$ cat config.mk
export PLATFORM = sky130hd
export DESIGN_NAME = letterbox_nearest_scaler
export DESIGN_NICKNAME = d
export VERILOG_FILES = /design/src/hw/rtl/lnsc_pkg.sv /design/src/hw/rtl/lnsc_div.sv /design/src/hw/rtl/lnsc_dp.sv /design/src/hw/rtl/lnsc_ctrl.sv /design/src/hw/rtl/letterbox_nearest_scaler.sv
export SDC_FILE = /design/constraint.sdc
export NUM_CORES = 2
export LEC_CHECK = 0
export BUFFER_PORTS_ARGS = -buffer_cell sky130_fd_sc_hd__buf_4
export CAP_MARGIN = 5
export CORE_MARGIN = 2
export CORE_UTILIZATION = 35
export CTS_BUF_LIST = sky130_fd_sc_hd__clkbuf_16
export DETAILED_ROUTE_END_ITERATION = 10
export HOLD_SLACK_MARGIN = 0.15
export PLACE_DENSITY = 0.53
export SLEW_MARGIN = 20
export SYNTH_ARGS = -nofsm -noshare
export SYNTH_HDL_FRONTEND = slang
export SYNTH_SLANG_ARGS = --single-unit
$ cat constraint.sdc
create_clock -name i_clk -period 14.8 [get_ports i_clk]
set_input_delay 3.7 -clock i_clk [delete_from_list [all_inputs] [get_ports i_clk]]
set_output_delay 3.7 -clock i_clk [all_outputs]
set_load 0.05 [all_outputs]
$ cat src/hw/rtl/lnsc_pkg.sv
// Shared types and constants of the letterbox nearest-neighbor scaler.
package lnsc_pkg;

    // Field widths.
    localparam int DIM_W      = 13;
    localparam int OFS_W      = 12;
    localparam int STRIDE_W   = 15;
    localparam int ADDR_W     = 28;
    localparam int PIX_W      = 32;
    localparam int IDX_W      = 24;
    localparam int CFG_IDX_W  = 3;
    localparam int CFG_DATA_W = 28;

    // The shared divider takes a product of two sizes over one size.
    localparam int DIV_W      = 2 * DIM_W;
    localparam int DEN_W      = DIM_W;

    // Write address product: (row + offset) times stride.
    localparam int WPROD_W    = DIM_W + 1 + STRIDE_W;

    localparam logic [PIX_W-1:0] ALPHA_OPAQUE = 32'hFF00_0000;

    // Operation codes of an input item.
    localparam logic OP_START = 1'b0;
    localparam logic OP_PIXEL = 1'b1;

    // Configuration register indexes.
    localparam logic [CFG_IDX_W-1:0] CFG_DEST_WIDTH  = 3'd0;
    localparam logic [CFG_IDX_W-1:0] CFG_DEST_HEIGHT = 3'd1;
    localparam logic [CFG_IDX_W-1:0] CFG_ROW_STRIDE  = 3'd2;
    localparam logic [CFG_IDX_W-1:0] CFG_TARGET_BASE = 3'd3;

    // Configuration reset values.
    localparam logic [DIM_W-1:0]    DEST_WIDTH_RST  = 13'd800;
    localparam logic [DIM_W-1:0]    DEST_HEIGHT_RST = 13'd480;
    localparam logic [STRIDE_W-1:0] ROW_STRIDE_RST  = 15'd3200;
    localparam logic [ADDR_W-1:0]   TARGET_BASE_RST = 28'd0;

    typedef struct packed {
        logic               op;
        logic [DIM_W-1:0]   source_width;
        logic [DIM_W-1:0]   source_height;
        logic [PIX_W-1:0]   pixel_value;
    } t_in_item;

    typedef struct packed {
        logic               write_valid;
        logic [ADDR_W-1:0]  write_offset;
        logic [PIX_W-1:0]   write_pixel;
        logic               read_valid;
        logic [IDX_W-1:0]   read_index;
        logic               last;
        logic               rejected;
    } t_out_item;

    // Controller states.
    typedef enum logic [3:0] {
        ST_IDLE,
        ST_RUN,
        ST_DECODE,
        ST_CMP,
        ST_DIVS,
        ST_CHECK,
        ST_DIVC,
        ST_DIVR,
        ST_ADDR,
        ST_EMIT
    } t_state;

    // Datapath operations.
    typedef enum logic [3:0] {
        DP_NOP,
        DP_LATCH,
        DP_MUL,
        DP_CMP,
        DP_FIT,
        DP_COLDIV,
        DP_ROWDIV,
        DP_SETUP,
        DP_STEP,
        DP_ADDR,
        DP_EMIT
    } t_dp_op;

    // Kind of result item to build.
    typedef enum logic [2:0] {
        RES_NONE,
        RES_REJECT,
        RES_EMPTY,
        RES_START,
        RES_PIXEL,
        RES_FINAL
    } t_res_kind;

    typedef struct packed {
        t_dp_op    op;
        t_res_kind kind;
    } t_cmd;

    typedef struct packed {
        logic op_pixel;
        logic size_zero;
        logic empty;
        logic div_done;
        logic last_pix;
    } t_status;

endpackage

$ cat src/hw/rtl/lnsc_div.sv
// Restoring divider, one quotient bit per cycle, shared by all start divisions.
module lnsc_div (
    input  logic                         i_clk,
    input  logic                         i_rst_n,
    input  logic                         i_start,
    input  logic [lnsc_pkg::DIV_W-1:0]   i_dividend,
    input  logic [lnsc_pkg::DEN_W-1:0]   i_divisor,
    output logic                         o_done,
    output logic [lnsc_pkg::DIV_W-1:0]   o_quot,
    output logic [lnsc_pkg::DEN_W-1:0]   o_rem
);
    import lnsc_pkg::*;

    localparam int CNT_W = $clog2(DIV_W);
    localparam logic [CNT_W-1:0] LAST_STEP = CNT_W'(DIV_W - 1);

    logic             r_run;
    logic             r_done;
    logic [CNT_W-1:0] r_cnt;
    logic [DIV_W-1:0] r_quot;
    logic [DEN_W-1:0] r_rem;
    logic [DEN_W-1:0] r_div;

    logic [DEN_W:0]   partial;
    logic             fits;
    logic [DEN_W:0]   diff;

    // One trial subtraction per cycle.
    always_comb begin
        partial = {r_rem, r_quot[DIV_W-1]};
        fits    = (partial >= {1'b0, r_div});
        diff    = partial - {1'b0, r_div};
    end

    // Control flags.
    always_ff @(posedge i_clk) begin
        if (!i_rst_n) begin
            r_run  <= 1'b0;
            r_done <= 1'b0;
            r_cnt  <= '0;
        end else if (i_start) begin
            r_run  <= 1'b1;
            r_done <= 1'b0;
            r_cnt  <= '0;
        end else if (r_run) begin
            r_cnt <= r_cnt + 1'b1;
            if (r_cnt == LAST_STEP) begin
                r_run  <= 1'b0;
                r_done <= 1'b1;
            end
        end
    end

    // Quotient shifts in from the right as the dividend shifts out.
    always_ff @(posedge i_clk) begin
        if (i_start) begin
            r_quot <= i_dividend;
            r_rem  <= '0;
            r_div  <= i_divisor;
        end else if (r_run) begin
            r_quot <= {r_quot[DIV_W-2:0], fits};
            r_rem  <= fits ? diff[DEN_W-1:0] : partial[DEN_W-1:0];
        end
    end

    assign o_done = r_done;
    assign o_quot = r_quot;
    assign o_rem  = r_rem;

endmodule

$ cat src/hw/rtl/lnsc_dp.sv
// Datapath: configuration registers, fit arithmetic, raster steppers and result register.
module lnsc_dp #(
    parameter int MAX_SCALED_WIDTH = 2048
) (
    input  logic                              i_clk,
    input  logic                              i_rst_n,
    input  lnsc_pkg::t_cmd                    i_cmd,
    output lnsc_pkg::t_status                 o_status,
    input  lnsc_pkg::t_in_item                i_in_data,
    input  logic                              i_cfg_we,
    input  logic [lnsc_pkg::CFG_IDX_W-1:0]    i_cfg_index,
    input  logic [lnsc_pkg::CFG_DATA_W-1:0]   i_cfg_data,
    output lnsc_pkg::t_out_item               o_out_data
);
    import lnsc_pkg::*;

    localparam logic [DIM_W-1:0] MAX_W = DIM_W'(MAX_SCALED_WIDTH);

    // Configuration registers.
    logic [DIM_W-1:0]    r_dest_w;
    logic [DIM_W-1:0]    r_dest_h;
    logic [STRIDE_W-1:0] r_row_stride;
    logic [ADDR_W-1:0]   r_target_base;

    // Latched item.
    logic                r_op;
    logic [PIX_W-1:0]    r_pix;
    logic [DIM_W-1:0]    r_sw;
    logic [DIM_W-1:0]    r_sh;

    // Fit.
    logic [DIV_W-1:0]    r_prod_a;
    logic [DIV_W-1:0]    r_prod_b;
    logic                r_wide;
    logic [DIM_W-1:0]    r_scaled_w;
    logic [DIM_W-1:0]    r_scaled_h;
    logic [OFS_W-1:0]    r_off_x;
    logic [OFS_W-1:0]    r_off_y;

    // Source step per destination step: quotient and remainder.
    logic [DIM_W-1:0]    r_cq;
    logic [DIM_W-1:0]    r_cr;
    logic [DIM_W-1:0]    r_rq;
    logic [DIM_W-1:0]    r_rr;

    // Raster position.
    logic [DIM_W-1:0]    r_dst_col;
    logic [DIM_W-1:0]    r_dst_row;
    logic [DIM_W-1:0]    r_src_col;
    logic [DIM_W-1:0]    r_src_col_rem;
    logic [DIM_W-1:0]    r_src_row;
    logic [DIM_W-1:0]    r_src_row_rem;
    logic                r_last;

    // Address stage.
    logic [WPROD_W-1:0]  r_wprod;
    logic [DIM_W:0]      r_xterm;
    logic [PIX_W-1:0]    r_wpix;
    logic [ADDR_W-1:0]   r_wofs;
    logic [IDX_W-1:0]    r_idx;

    t_out_item           r_out;
    t_out_item           n_out;

    // Divider port.
    logic                div_start;
    logic [DIV_W-1:0]    div_dividend;
    logic [DEN_W-1:0]    div_divisor;
    logic                div_done;
    logic [DIV_W-1:0]    div_quot;
    logic [DEN_W-1:0]    div_rem;

    logic                wide_n;
    logic [DIM_W-1:0]    fit_q;
    logic [DIM_W-1:0]    fit_w;
    logic [DIM_W-1:0]    fit_h;
    logic [DIM_W-1:0]    diff_x;
    logic [DIM_W-1:0]    diff_y;

    logic [DIM_W:0]      col_next;
    logic [DIM_W:0]      row_next;
    logic                col_wrap;
    logic                blit_done;
    logic [DIM_W:0]      c_sum;
    logic                c_carry;
    logic [DIM_W-1:0]    c_rem;
    logic [DIM_W-1:0]    c_src;
    logic [DIM_W:0]      r_sum;
    logic                r_carry;
    logic [DIM_W-1:0]    r_rem_n;
    logic [DIM_W-1:0]    r_src_n;

    logic [DIM_W:0]      w_row;
    logic [WPROD_W-1:0]  w_prod;
    logic [DIV_W-1:0]    i_prod;

    lnsc_div u_div (
        .i_clk      (i_clk),
        .i_rst_n    (i_rst_n),
        .i_start    (div_start),
        .i_dividend (div_dividend),
        .i_divisor  (div_divisor),
        .o_done     (div_done),
        .o_quot     (div_quot),
        .o_rem      (div_rem)
    );

    // Configuration writes; indexes past the list are dropped.
    always_ff @(posedge i_clk) begin
        if (!i_rst_n) begin
            r_dest_w      <= DEST_WIDTH_RST;
            r_dest_h      <= DEST_HEIGHT_RST;
            r_row_stride  <= ROW_STRIDE_RST;
            r_target_base <= TARGET_BASE_RST;
        end else if (i_cfg_we) begin
            case (i_cfg_index)
                CFG_DEST_WIDTH:  r_dest_w      <= i_cfg_data[DIM_W-1:0];
                CFG_DEST_HEIGHT: r_dest_h      <= i_cfg_data[DIM_W-1:0];
                CFG_ROW_STRIDE:  r_row_stride  <= i_cfg_data[STRIDE_W-1:0];
                CFG_TARGET_BASE: r_target_base <= i_cfg_data[ADDR_W-1:0];
                default: ;
            endcase
        end
    end

    // Divider operand selection.
    always_comb begin
        wide_n       = (r_prod_a > r_prod_b);
        div_start    = 1'b0;
        div_dividend = r_prod_a;
        div_divisor  = r_sh;
        case (i_cmd.op)
            DP_CMP: begin
                // Width-limited: dest_width*sh/sw, else dest_height*sw/sh.
                div_start    = 1'b1;
                div_dividend = wide_n ? r_prod_b : r_prod_a;
                div_divisor  = wide_n ? r_sw : r_sh;
            end
            DP_COLDIV: begin
                div_start    = 1'b1;
                div_dividend = DIV_W'(r_sw);
                div_divisor  = r_scaled_w;
            end
            DP_ROWDIV: begin
                div_start    = 1'b1;
                div_dividend = DIV_W'(r_sh);
                div_divisor  = r_scaled_h;
            end
            default: ;
        endcase
    end

    // Scaled size and centering offsets; offsets use the width before the cap.
    always_comb begin
        fit_q  = div_quot[DIM_W-1:0];
        fit_w  = r_wide ? r_dest_w : fit_q;
        fit_h  = r_wide ? fit_q : r_dest_h;
        diff_x = r_dest_w - fit_w;
        diff_y = r_dest_h - fit_h;
    end

    // Raster steppers: destination counters and source remainder steppers.
    always_comb begin
        col_next  = {1'b0, r_dst_col} + 1'b1;
        row_next  = {1'b0, r_dst_row} + 1'b1;
        col_wrap  = (col_next >= {1'b0, r_scaled_w});
        blit_done = col_wrap && (row_next >= {1'b0, r_scaled_h});

        c_sum    = {1'b0, r_src_col_rem} + {1'b0, r_cr};
        c_carry  = (c_sum >= {1'b0, r_scaled_w});
        c_rem    = c_carry ? DIM_W'(c_sum - {1'b0, r_scaled_w}) : c_sum[DIM_W-1:0];
        c_src    = r_src_col + r_cq + DIM_W'(c_carry);

        r_sum    = {1'b0, r_src_row_rem} + {1'b0, r_rr};
        r_carry  = (r_sum >= {1'b0, r_scaled_h});
        r_rem_n  = r_carry ? DIM_W'(r_sum - {1'b0, r_scaled_h}) : r_sum[DIM_W-1:0];
        r_src_n  = r_src_row + r_rq + DIM_W'(r_carry);
    end

    // Destination row term and source row term.
    always_comb begin
        w_row  = {1'b0, r_dst_row} + {2'b00, r_off_y};
        w_prod = WPROD_W'(w_row) * WPROD_W'(r_row_stride);
        i_prod = DIV_W'(r_src_row) * DIV_W'(r_sw);
    end

    // Result item built from the kind the controller gives.
    always_comb begin
        n_out = '0;
        case (i_cmd.kind)
            RES_REJECT: n_out.rejected = 1'b1;
            RES_EMPTY:  n_out.last = 1'b1;
            RES_START: begin
                n_out.read_valid = 1'b1;
                n_out.read_index = r_idx;
            end
            RES_PIXEL: begin
                n_out.write_valid  = 1'b1;
                n_out.write_offset = r_wofs;
                n_out.write_pixel  = r_wpix;
                n_out.read_valid   = 1'b1;
                n_out.read_index   = r_idx;
            end
            RES_FINAL: begin
                n_out.write_valid  = 1'b1;
                n_out.write_offset = r_wofs;
                n_out.write_pixel  = r_wpix;
                n_out.last         = 1'b1;
            end
            default: ;
        endcase
    end

    // Datapath registers, one operation per cycle.
    always_ff @(posedge i_clk) begin
        case (i_cmd.op)
            DP_LATCH: begin
                r_op  <= i_in_data.op;
                r_pix <= i_in_data.pixel_value;
                if (i_in_data.op == OP_START) begin
                    r_sw <= i_in_data.source_width;
                    r_sh <= i_in_data.source_height;
                end
            end
            DP_MUL: begin
                r_prod_a <= DIV_W'(r_sw) * DIV_W'(r_dest_h);
                r_prod_b <= DIV_W'(r_sh) * DIV_W'(r_dest_w);
            end
            DP_CMP: r_wide <= wide_n;
            DP_FIT: begin
                r_off_x    <= diff_x[DIM_W-1:1];
                r_off_y    <= diff_y[DIM_W-1:1];
                r_scaled_w <= (fit_w > MAX_W) ? MAX_W : fit_w;
                r_scaled_h <= fit_h;
            end
            DP_ROWDIV: begin
                r_cq <= div_quot[DIM_W-1:0];
                r_cr <= div_rem;
            end
            DP_SETUP: begin
                r_rq          <= div_quot[DIM_W-1:0];
                r_rr          <= div_rem;
                r_dst_col     <= '0;
                r_dst_row     <= '0;
                r_src_col     <= '0;
                r_src_col_rem <= '0;
                r_src_row     <= '0;
                r_src_row_rem <= '0;
            end
            DP_STEP: begin
                r_wprod <= w_prod;
                r_xterm <= {1'b0, r_dst_col} + {2'b00, r_off_x};
                r_wpix  <= r_pix | ALPHA_OPAQUE;
                r_last  <= blit_done;
                if (blit_done) begin
                    r_dst_col     <= '0;
                    r_dst_row     <= '0;
                    r_src_col     <= '0;
                    r_src_col_rem <= '0;
                    r_src_row     <= '0;
                    r_src_row_rem <= '0;
                end else if (col_wrap) begin
                    r_dst_col     <= '0;
                    r_src_col     <= '0;
                    r_src_col_rem <= '0;
                    r_dst_row     <= row_next[DIM_W-1:0];
                    r_src_row     <= r_src_n;
                    r_src_row_rem <= r_rem_n;
                end else begin
                    r_dst_col     <= col_next[DIM_W-1:0];
                    r_src_col     <= c_src;
                    r_src_col_rem <= c_rem;
                end
            end
            DP_ADDR: begin
                r_wofs <= r_target_base + r_wprod[ADDR_W-1:0] + ADDR_W'({r_xterm, 2'b00});
                r_idx  <= i_prod[IDX_W-1:0] + IDX_W'(r_src_col);
            end
            DP_EMIT: r_out <= n_out;
            default: ;
        endcase
    end

    // Status toward the controller.
    always_comb begin
        o_status.op_pixel  = (r_op == OP_PIXEL);
        o_status.size_zero = (r_sw == '0) || (r_sh == '0);
        o_status.empty     = (r_scaled_w == '0) || (r_scaled_h == '0);
        o_status.div_done  = div_done;
        o_status.last_pix  = r_last;
    end

    assign o_out_data = r_out;

endmodule

$ cat src/hw/rtl/lnsc_ctrl.sv
// Controller: sequences start fits and pixel writes, and owns both handshakes.
module lnsc_ctrl (
    input  logic              i_clk,
    input  logic              i_rst_n,
    input  logic              i_in_valid,
    output logic              o_in_ready,
    output logic              o_out_valid,
    input  logic              i_out_ready,
    input  lnsc_pkg::t_status i_status,
    output lnsc_pkg::t_cmd    o_cmd
);
    import lnsc_pkg::*;

    t_state    r_state;
    t_state    n_state;
    t_res_kind r_kind;
    t_res_kind n_kind;
    logic      r_busy;
    logic      n_busy;
    logic      r_out_valid;
    logic      n_out_valid;
    logic      emit;
    t_cmd      c_cmd;

    // State registers.
    always_ff @(posedge i_clk) begin
        if (!i_rst_n) begin
            r_state     <= ST_IDLE;
            r_kind      <= RES_NONE;
            r_busy      <= 1'b0;
            r_out_valid <= 1'b0;
        end else begin
            r_state     <= n_state;
            r_kind      <= n_kind;
            r_busy      <= n_busy;
            r_out_valid <= n_out_valid;
        end
    end

    // Next state and datapath commands.
    always_comb begin
        n_state    = r_state;
        n_kind     = r_kind;
        n_busy     = r_busy;
        emit       = 1'b0;
        c_cmd.op   = DP_NOP;
        c_cmd.kind = r_kind;
        case (r_state)
            ST_IDLE, ST_RUN: begin
                if (i_in_valid) begin
                    c_cmd.op = DP_LATCH;
                    n_busy   = (r_state == ST_RUN);
                    n_state  = ST_DECODE;
                end
            end
            ST_DECODE: begin
                if (!i_status.op_pixel) begin
                    // A start abandons any blit in progress.
                    n_busy = 1'b0;
                    if (i_status.size_zero) begin
                        n_kind  = RES_REJECT;
                        n_state = ST_EMIT;
                    end else begin
                        c_cmd.op = DP_MUL;
                        n_state  = ST_CMP;
                    end
                end else if (r_busy) begin
                    c_cmd.op = DP_STEP;
                    n_kind   = RES_PIXEL;
                    n_state  = ST_ADDR;
                end else begin
                    n_kind  = RES_NONE;
                    n_state = ST_EMIT;
                end
            end
            ST_CMP: begin
                c_cmd.op = DP_CMP;
                n_state  = ST_DIVS;
            end
            ST_DIVS: begin
                if (i_status.div_done) begin
                    c_cmd.op = DP_FIT;
                    n_state  = ST_CHECK;
                end
            end
            ST_CHECK: begin
                if (i_status.empty) begin
                    n_kind  = RES_EMPTY;
                    n_state = ST_EMIT;
                end else begin
                    c_cmd.op = DP_COLDIV;
                    n_state  = ST_DIVC;
                end
            end
            ST_DIVC: begin
                if (i_status.div_done) begin
                    c_cmd.op = DP_ROWDIV;
                    n_state  = ST_DIVR;
                end
            end
            ST_DIVR: begin
                if (i_status.div_done) begin
                    c_cmd.op = DP_SETUP;
                    n_kind   = RES_START;
                    n_state  = ST_ADDR;
                end
            end
            ST_ADDR: begin
                c_cmd.op = DP_ADDR;
                if (r_kind == RES_PIXEL && i_status.last_pix) begin
                    n_kind = RES_FINAL;
                end
                n_state = ST_EMIT;
            end
            ST_EMIT: begin
                // Wait until the result register is free.
                if (!r_out_valid || i_out_ready) begin
                    c_cmd.op = DP_EMIT;
                    emit     = 1'b1;
                    if (r_kind inside {RES_START, RES_PIXEL}) begin
                        n_state = ST_RUN;
                    end else begin
                        n_state = ST_IDLE;
                    end
                end
            end
            default: n_state = ST_IDLE;
        endcase
        n_out_valid = emit ? 1'b1 : (i_out_ready ? 1'b0 : r_out_valid);
    end

    // No item is taken while reset is held.
    assign o_in_ready  = i_rst_n && (r_state inside {ST_IDLE, ST_RUN});
    assign o_out_valid = r_out_valid;
    assign o_cmd       = c_cmd;

    // A result is never loaded over one that has not been taken.
    a_emit_free: assert property (@(posedge i_clk) disable iff (!i_rst_n)
        (c_cmd.op == DP_EMIT) |-> (!r_out_valid || i_out_ready))
        else $error("result register overwritten");

    // Only one item is in work at a time.
    a_one_item: assert property (@(posedge i_clk) disable iff (!i_rst_n)
        (i_in_valid && o_in_ready) |=> !o_in_ready)
        else $error("item accepted while another is in work");

    // A start result that requests a pixel needs a nonempty scaled image.
    a_start_nonempty: assert property (@(posedge i_clk) disable iff (!i_rst_n)
        (c_cmd.op == DP_EMIT && r_kind == RES_START) |-> !i_status.empty)
        else $error("pixel requested for an empty scaled image");

endmodule

$ cat src/hw/rtl/letterbox_nearest_scaler.sv
// Top level of the letterbox nearest-neighbor scaler.
//
//   Channel   Direction  Handshake                   Payload
//   in        input      i_in_valid / o_in_ready     i_in_data (t_in_item)
//   out       output     o_out_valid / i_out_ready   o_out_data (t_out_item)
//   cfg       input      i_cfg_valid / o_cfg_ready   i_cfg_index, i_cfg_data
//
// A pixel item passes from acceptance to the next acceptance through latch,
// decode with the raster step and stride multiply, address and index add, result load.
// A start item runs three divisions in the shared divider: the fit, the column step
// and the row step; a rejected start or an idle pixel passes latch, decode and result load.
// Reset is synchronous and active low; configuration returns to its reset values.
// A stalled output holds the sequencer at the result load; configuration is ready
// whenever reset is released, and neither input channel is ready during reset.
module letterbox_nearest_scaler #(
    parameter int MAX_SCALED_WIDTH = 2048
) (
    input  logic                              i_clk,
    input  logic                              i_rst_n,
    input  logic                              i_in_valid,
    output logic                              o_in_ready,
    input  lnsc_pkg::t_in_item                i_in_data,
    output logic                              o_out_valid,
    input  logic                              i_out_ready,
    output lnsc_pkg::t_out_item               o_out_data,
    input  logic                              i_cfg_valid,
    output logic                              o_cfg_ready,
    input  logic [lnsc_pkg::CFG_IDX_W-1:0]    i_cfg_index,
    input  logic [lnsc_pkg::CFG_DATA_W-1:0]   i_cfg_data
);
    import lnsc_pkg::*;

    t_cmd    cmd;
    t_status status;

    assign o_cfg_ready = i_rst_n;

    lnsc_ctrl u_ctrl (
        .i_clk       (i_clk),
        .i_rst_n     (i_rst_n),
        .i_in_valid  (i_in_valid),
        .o_in_ready  (o_in_ready),
        .o_out_valid (o_out_valid),
        .i_out_ready (i_out_ready),
        .i_status    (status),
        .o_cmd       (cmd)
    );

    lnsc_dp #(
        .MAX_SCALED_WIDTH (MAX_SCALED_WIDTH)
    ) u_dp (
        .i_clk       (i_clk),
        .i_rst_n     (i_rst_n),
        .i_cmd       (cmd),
        .o_status    (status),
        .i_in_data   (i_in_data),
        .i_cfg_we    (i_cfg_valid),
        .i_cfg_index (i_cfg_index),
        .i_cfg_data  (i_cfg_data),
        .o_out_data  (o_out_data)
    );

endmodule
==> run summary <==
=====================================================================================
Vias per inst ..........................................................        5.043
Placer congestion estimate .............................................       0.8619
Leakage power figure ...................................................   0.02705 uW
Ratio of cells with drive above 1 in the final layout ..................      0.07719
Number of antenna violations at the first check in global routing ......            3
Max-cap violations .....................................................            0
Slowest cell on crit path .............................................. sky130_fd_sc_hd__nor3_2
Upper clock frequency limit ............................................   0.1131 GHz
Count of flip-flops with a built-in enable after synthesis .............          523
Net count, final .......................................................         6689
Worst-Margin Slew ......................................................     1.164 ns
Overall overflow remaining after global route ..........................            0
Setup repair after global routing missed its margin ....................        false
TritonCTS clock tree ...................................................         done
Routed wire length per instance ........................................     18.61 um
IO Count ...............................................................          186
Wire length of the first global-routing pass ...........................     225.8 mm
Synthesized area divided by synthesized cell count .....................    10.21 um2
Required arrival time at the worst endpoint ............................     15.22 ns
Crit path largest cell delay ...........................................      0.92 ns
Post-synthesis to final-layout area growth .............................       11.52%
Clock period minus worst slack .........................................     8.844 ns
Yosys warns ............................................................            0
Met2 track utilization from global routing .............................       0.2846
Width of the die .......................................................     400.6 um
Drt pass-1 iters .......................................................            7
Worst reg2reg setup slack ..............................................      5.96 ns
Total number of vias ...................................................       38.49k
Run status ............................................................. finished clean
Met1 track demand over resource ........................................       0.2508
Primary flip-flop cell chosen by synthesis mapping ..................... sky130_fd_sc_hd__edfxtp_1
HPWL Detailed ..........................................................     107.0 mm
Clock insertion delay at the later pin of the skew report ..............      0.72 ns
Core area ..............................................................   0.1562 mm2
Most crowded layer after global routing ................................         met2
Number of fillers in the final layout ..................................       15.29k
Post-route antenna net violation count .................................            0
Vias in the first global route .........................................       39.60k
Length in cells of the worst reg-to-reg path ...........................           26
Maximum number of pins on one net before global-route repair ...........           85
Global Route met3 Usage ................................................      0.02568
Clock slew seen by the registers of the worst setup and hold paths .....      0.06 ns
Buffers inserted by post-CTS timing repair .............................            0
Post-synth net total ...................................................         6576
Die height .............................................................     400.6 um
Total power per unit cell area ......................................... 153.7 mW/mm2
Tightest hold margin ...................................................    0.4157 ns
Period utilisation layout ..............................................       0.5976
Data arrival time of the critical path .................................      9.26 ns
Post-Synthesis Cells ...................................................         5392
Rel. slew slack ........................................................       0.2196
Portion of the post-synthesis area used by sequential elements .........       0.3209
Clk sink count .........................................................          621
Library cell used as clock root buffer ................................. sky130_fd_sc_hd__clkbuf_16
Final Non-Filler Cells .................................................         7632
Number of placed instances, taps included ..............................         7480
Starting Density .......................................................       0.3525
Total Die Area .........................................................   0.1605 mm2
Setup crit start kind ..................................................    flip-flop
Asr flop ratio synth ...................................................            0
Cell type with the highest occurrence count on the critical path ....... sky130_fd_sc_hd__fa_1
Most frequent standard cell in the layout excluding fill and tap cells . sky130_fd_sc_hd__inv_1
Highest-count cells in the layout ignoring fill and taps ............... sky130_fd_sc_hd__inv_1 (722), sky130_fd_sc_hd__nand2_1 (715), sky130_fd_sc_hd__fa_1 (551)
Setup TNS after final layout ...........................................         0 ns
Yosys reg bits .........................................................          621
Num CTS Buffers ........................................................           80
Wirelength, routed .....................................................     142.1 mm
CTS-repair resized insts ...............................................            0
Worst VDD drop .........................................................    0.3200 mV
Setup Skew .............................................................   0.05325 ns
Htree depth ............................................................            3
Port bufs ..............................................................          177
Number of remaining DRC errors .........................................            0
Class of the most critical hold timing path ............................ flip-flop to flip-flop
Highest fanout seen on the critical path ...............................           15
Max clock buf depth ....................................................            3
Synth cell types .......................................................           88
Cell Area, Synth .......................................................  0.05506 mm2
Final-report max-slew violation count ..................................            0
Post-CTS Hold Fix Bufs .................................................            0
Row Count ..............................................................          145
Worst setup path category .............................................. flip-flop to flip-flop
Number of hold violations in the final report ..........................            0
Combined global-route utilization of all metal layers ..................       0.1782
Category of the worst setup path capture point .........................    flip-flop
Setup violators final ..................................................            0
DRC violation total after the first TritonRoute iteration ..............         2320
Hold path depth ........................................................            0
=====================================================================================
-- power breakdown --
part	switching, uW	internal [uW]
clock	838	1120
sequential	148	2330
combinational	2790	2210
-- final cells by class --
cell class,count,area (um2),area share
multi-input cells,3847,33990,0.5535
inverters,712,2673,0.04353
diodes,3,7.507,0.0001223
flip-flops and latches,621,17670,0.2877
clock inverters,67,621.8,0.01013
repair buffers,243,1844,0.03004
well taps,2058,2575,0.04194
clock buffers,81,2027,0.03301
-- worst paths after layout --
| kind | from | end |
|---|---|---|
| hold reg to reg | u_dp.r_pix[19]$_DFFE_PN_ | u_dp.r_wpix[19]$_DFFE_PN_ |
| setup / recovery | u_dp.r_dst_row[0]$_SDFFCE_PP0P_ | u_dp.r_wprod[26]$_DFFE_PN_ |
| setup reg to reg | u_dp.r_dst_row[0]$_SDFFCE_PP0P_ | u_dp.r_wprod[26]$_DFFE_PN_ |
| hold / removal | u_dp.r_pix[19]$_DFFE_PN_ | u_dp.r_wpix[19]$_DFFE_PN_ |
-- sequential cells by signal (all words and copies together), names as in the netlist, 14 cells and up --
name,count
u_dp.r_idx,24
u_dp.r_target_base,28
u_dp.r_xterm,14
u_dp.r_row_stride,15
u_dp.o_out_data,81
u_dp.r_pix,24
u_dp.u_div.o_quot,26
u_dp.r_prod_a,26
u_dp.r_wpix,24
u_dp.r_wprod,28
u_dp.r_prod_b,26
u_dp.r_wofs,28
-- per-stage QoR --
stage / setup WS [ns] / util / total power, uW / cell area, um2
after floorplan: 6.740 / - / 6350 / 55060
after global placement: 6.091 / 0.3758 / 7437 / 58700
after detailed placement: 6.009 / 0.3759 / 7506 / 58710
after CTS: 5.963 / 0.3928 / 9533 / 61360
after global routing: 5.324 / 0.3930 / 10310 / 61390
final: 5.956 / 0.3931 / 9436 / 61400
-- worst max-delay path, delay by kind of cell (launching register included) --
| kind | cells | cell delay, ns |
|---|---|---|
| multiplexers | 1 | 0.23 |
| flip-flops | 1 | 0.57 |
| AND/OR/NAND/NOR | 5 | 1.71 |
| adder cells (fa/ha/maj) | 9 | 3.74 |
| AO/OA/AOI/OAI | 10 | 2.20 |
| buffers and inverters | 1 | 0.06 |
-- Yosys cell counts (56+ instances only) --
cell,n,area (um2)
sky130_fd_sc_hd__nor2_1,221,829.6
sky130_fd_sc_hd__dfxtp_1,98,1962
sky130_fd_sc_hd__nand2_1,716,2688
sky130_fd_sc_hd__mux2i_1,86,860.8
sky130_fd_sc_hd__and2_1,340,2127
sky130_fd_sc_hd__nand3_1,76,380.4
sky130_fd_sc_hd__edfxtp_1,523,15710
sky130_fd_sc_hd__xor2_1,61,534.3
sky130_fd_sc_hd__xnor2_1,183,1603
sky130_fd_sc_hd__fa_1,551,11030
sky130_fd_sc_hd__a21o_1,56,420.4
sky130_fd_sc_hd__nor2b_1,59,369.1
sky130_fd_sc_hd__ha_1,538,6731
sky130_fd_sc_hd__a21oi_1,189,945.9
sky130_fd_sc_hd__nor3_1,79,395.4
sky130_fd_sc_hd__a21boi_0,65,488.0
sky130_fd_sc_hd__o21ai_1,74,370.4
sky130_fd_sc_hd__clkbuf_1,189,709.4
sky130_fd_sc_hd__inv_1,708,2658
sky130_fd_sc_hd__o21ai_0,65,325.3
-- metal layers --
| metal | part of all wire | wire length, um |
|---|---|---|
| met5 | 0.00019 | 27 |
| met4 | 0.024 | 3393 |
| met3 | 0.050 | 7110 |
| met2 | 0.45 | 64530 |
| met1 | 0.47 | 66980 |
-- kinds of logic (layout without fill, tap and decap cells) --
logic type	after synthesis	in the layout	share of synthesized area
and+or+nand+nor	1701	1701	0.1487
other	1	4	0.00006811
buffers and inverters	924	1103	0.06406
muxes	92	92	0.01686
xor gates and xnor gates	244	244	0.03881
adders and majority gates	1089	1089	0.3226
AOI/OAI and AO/OA	720	720	0.08802
DFF	621	621	0.3209
Note: power is estimated with default switching activity, not from simulation.
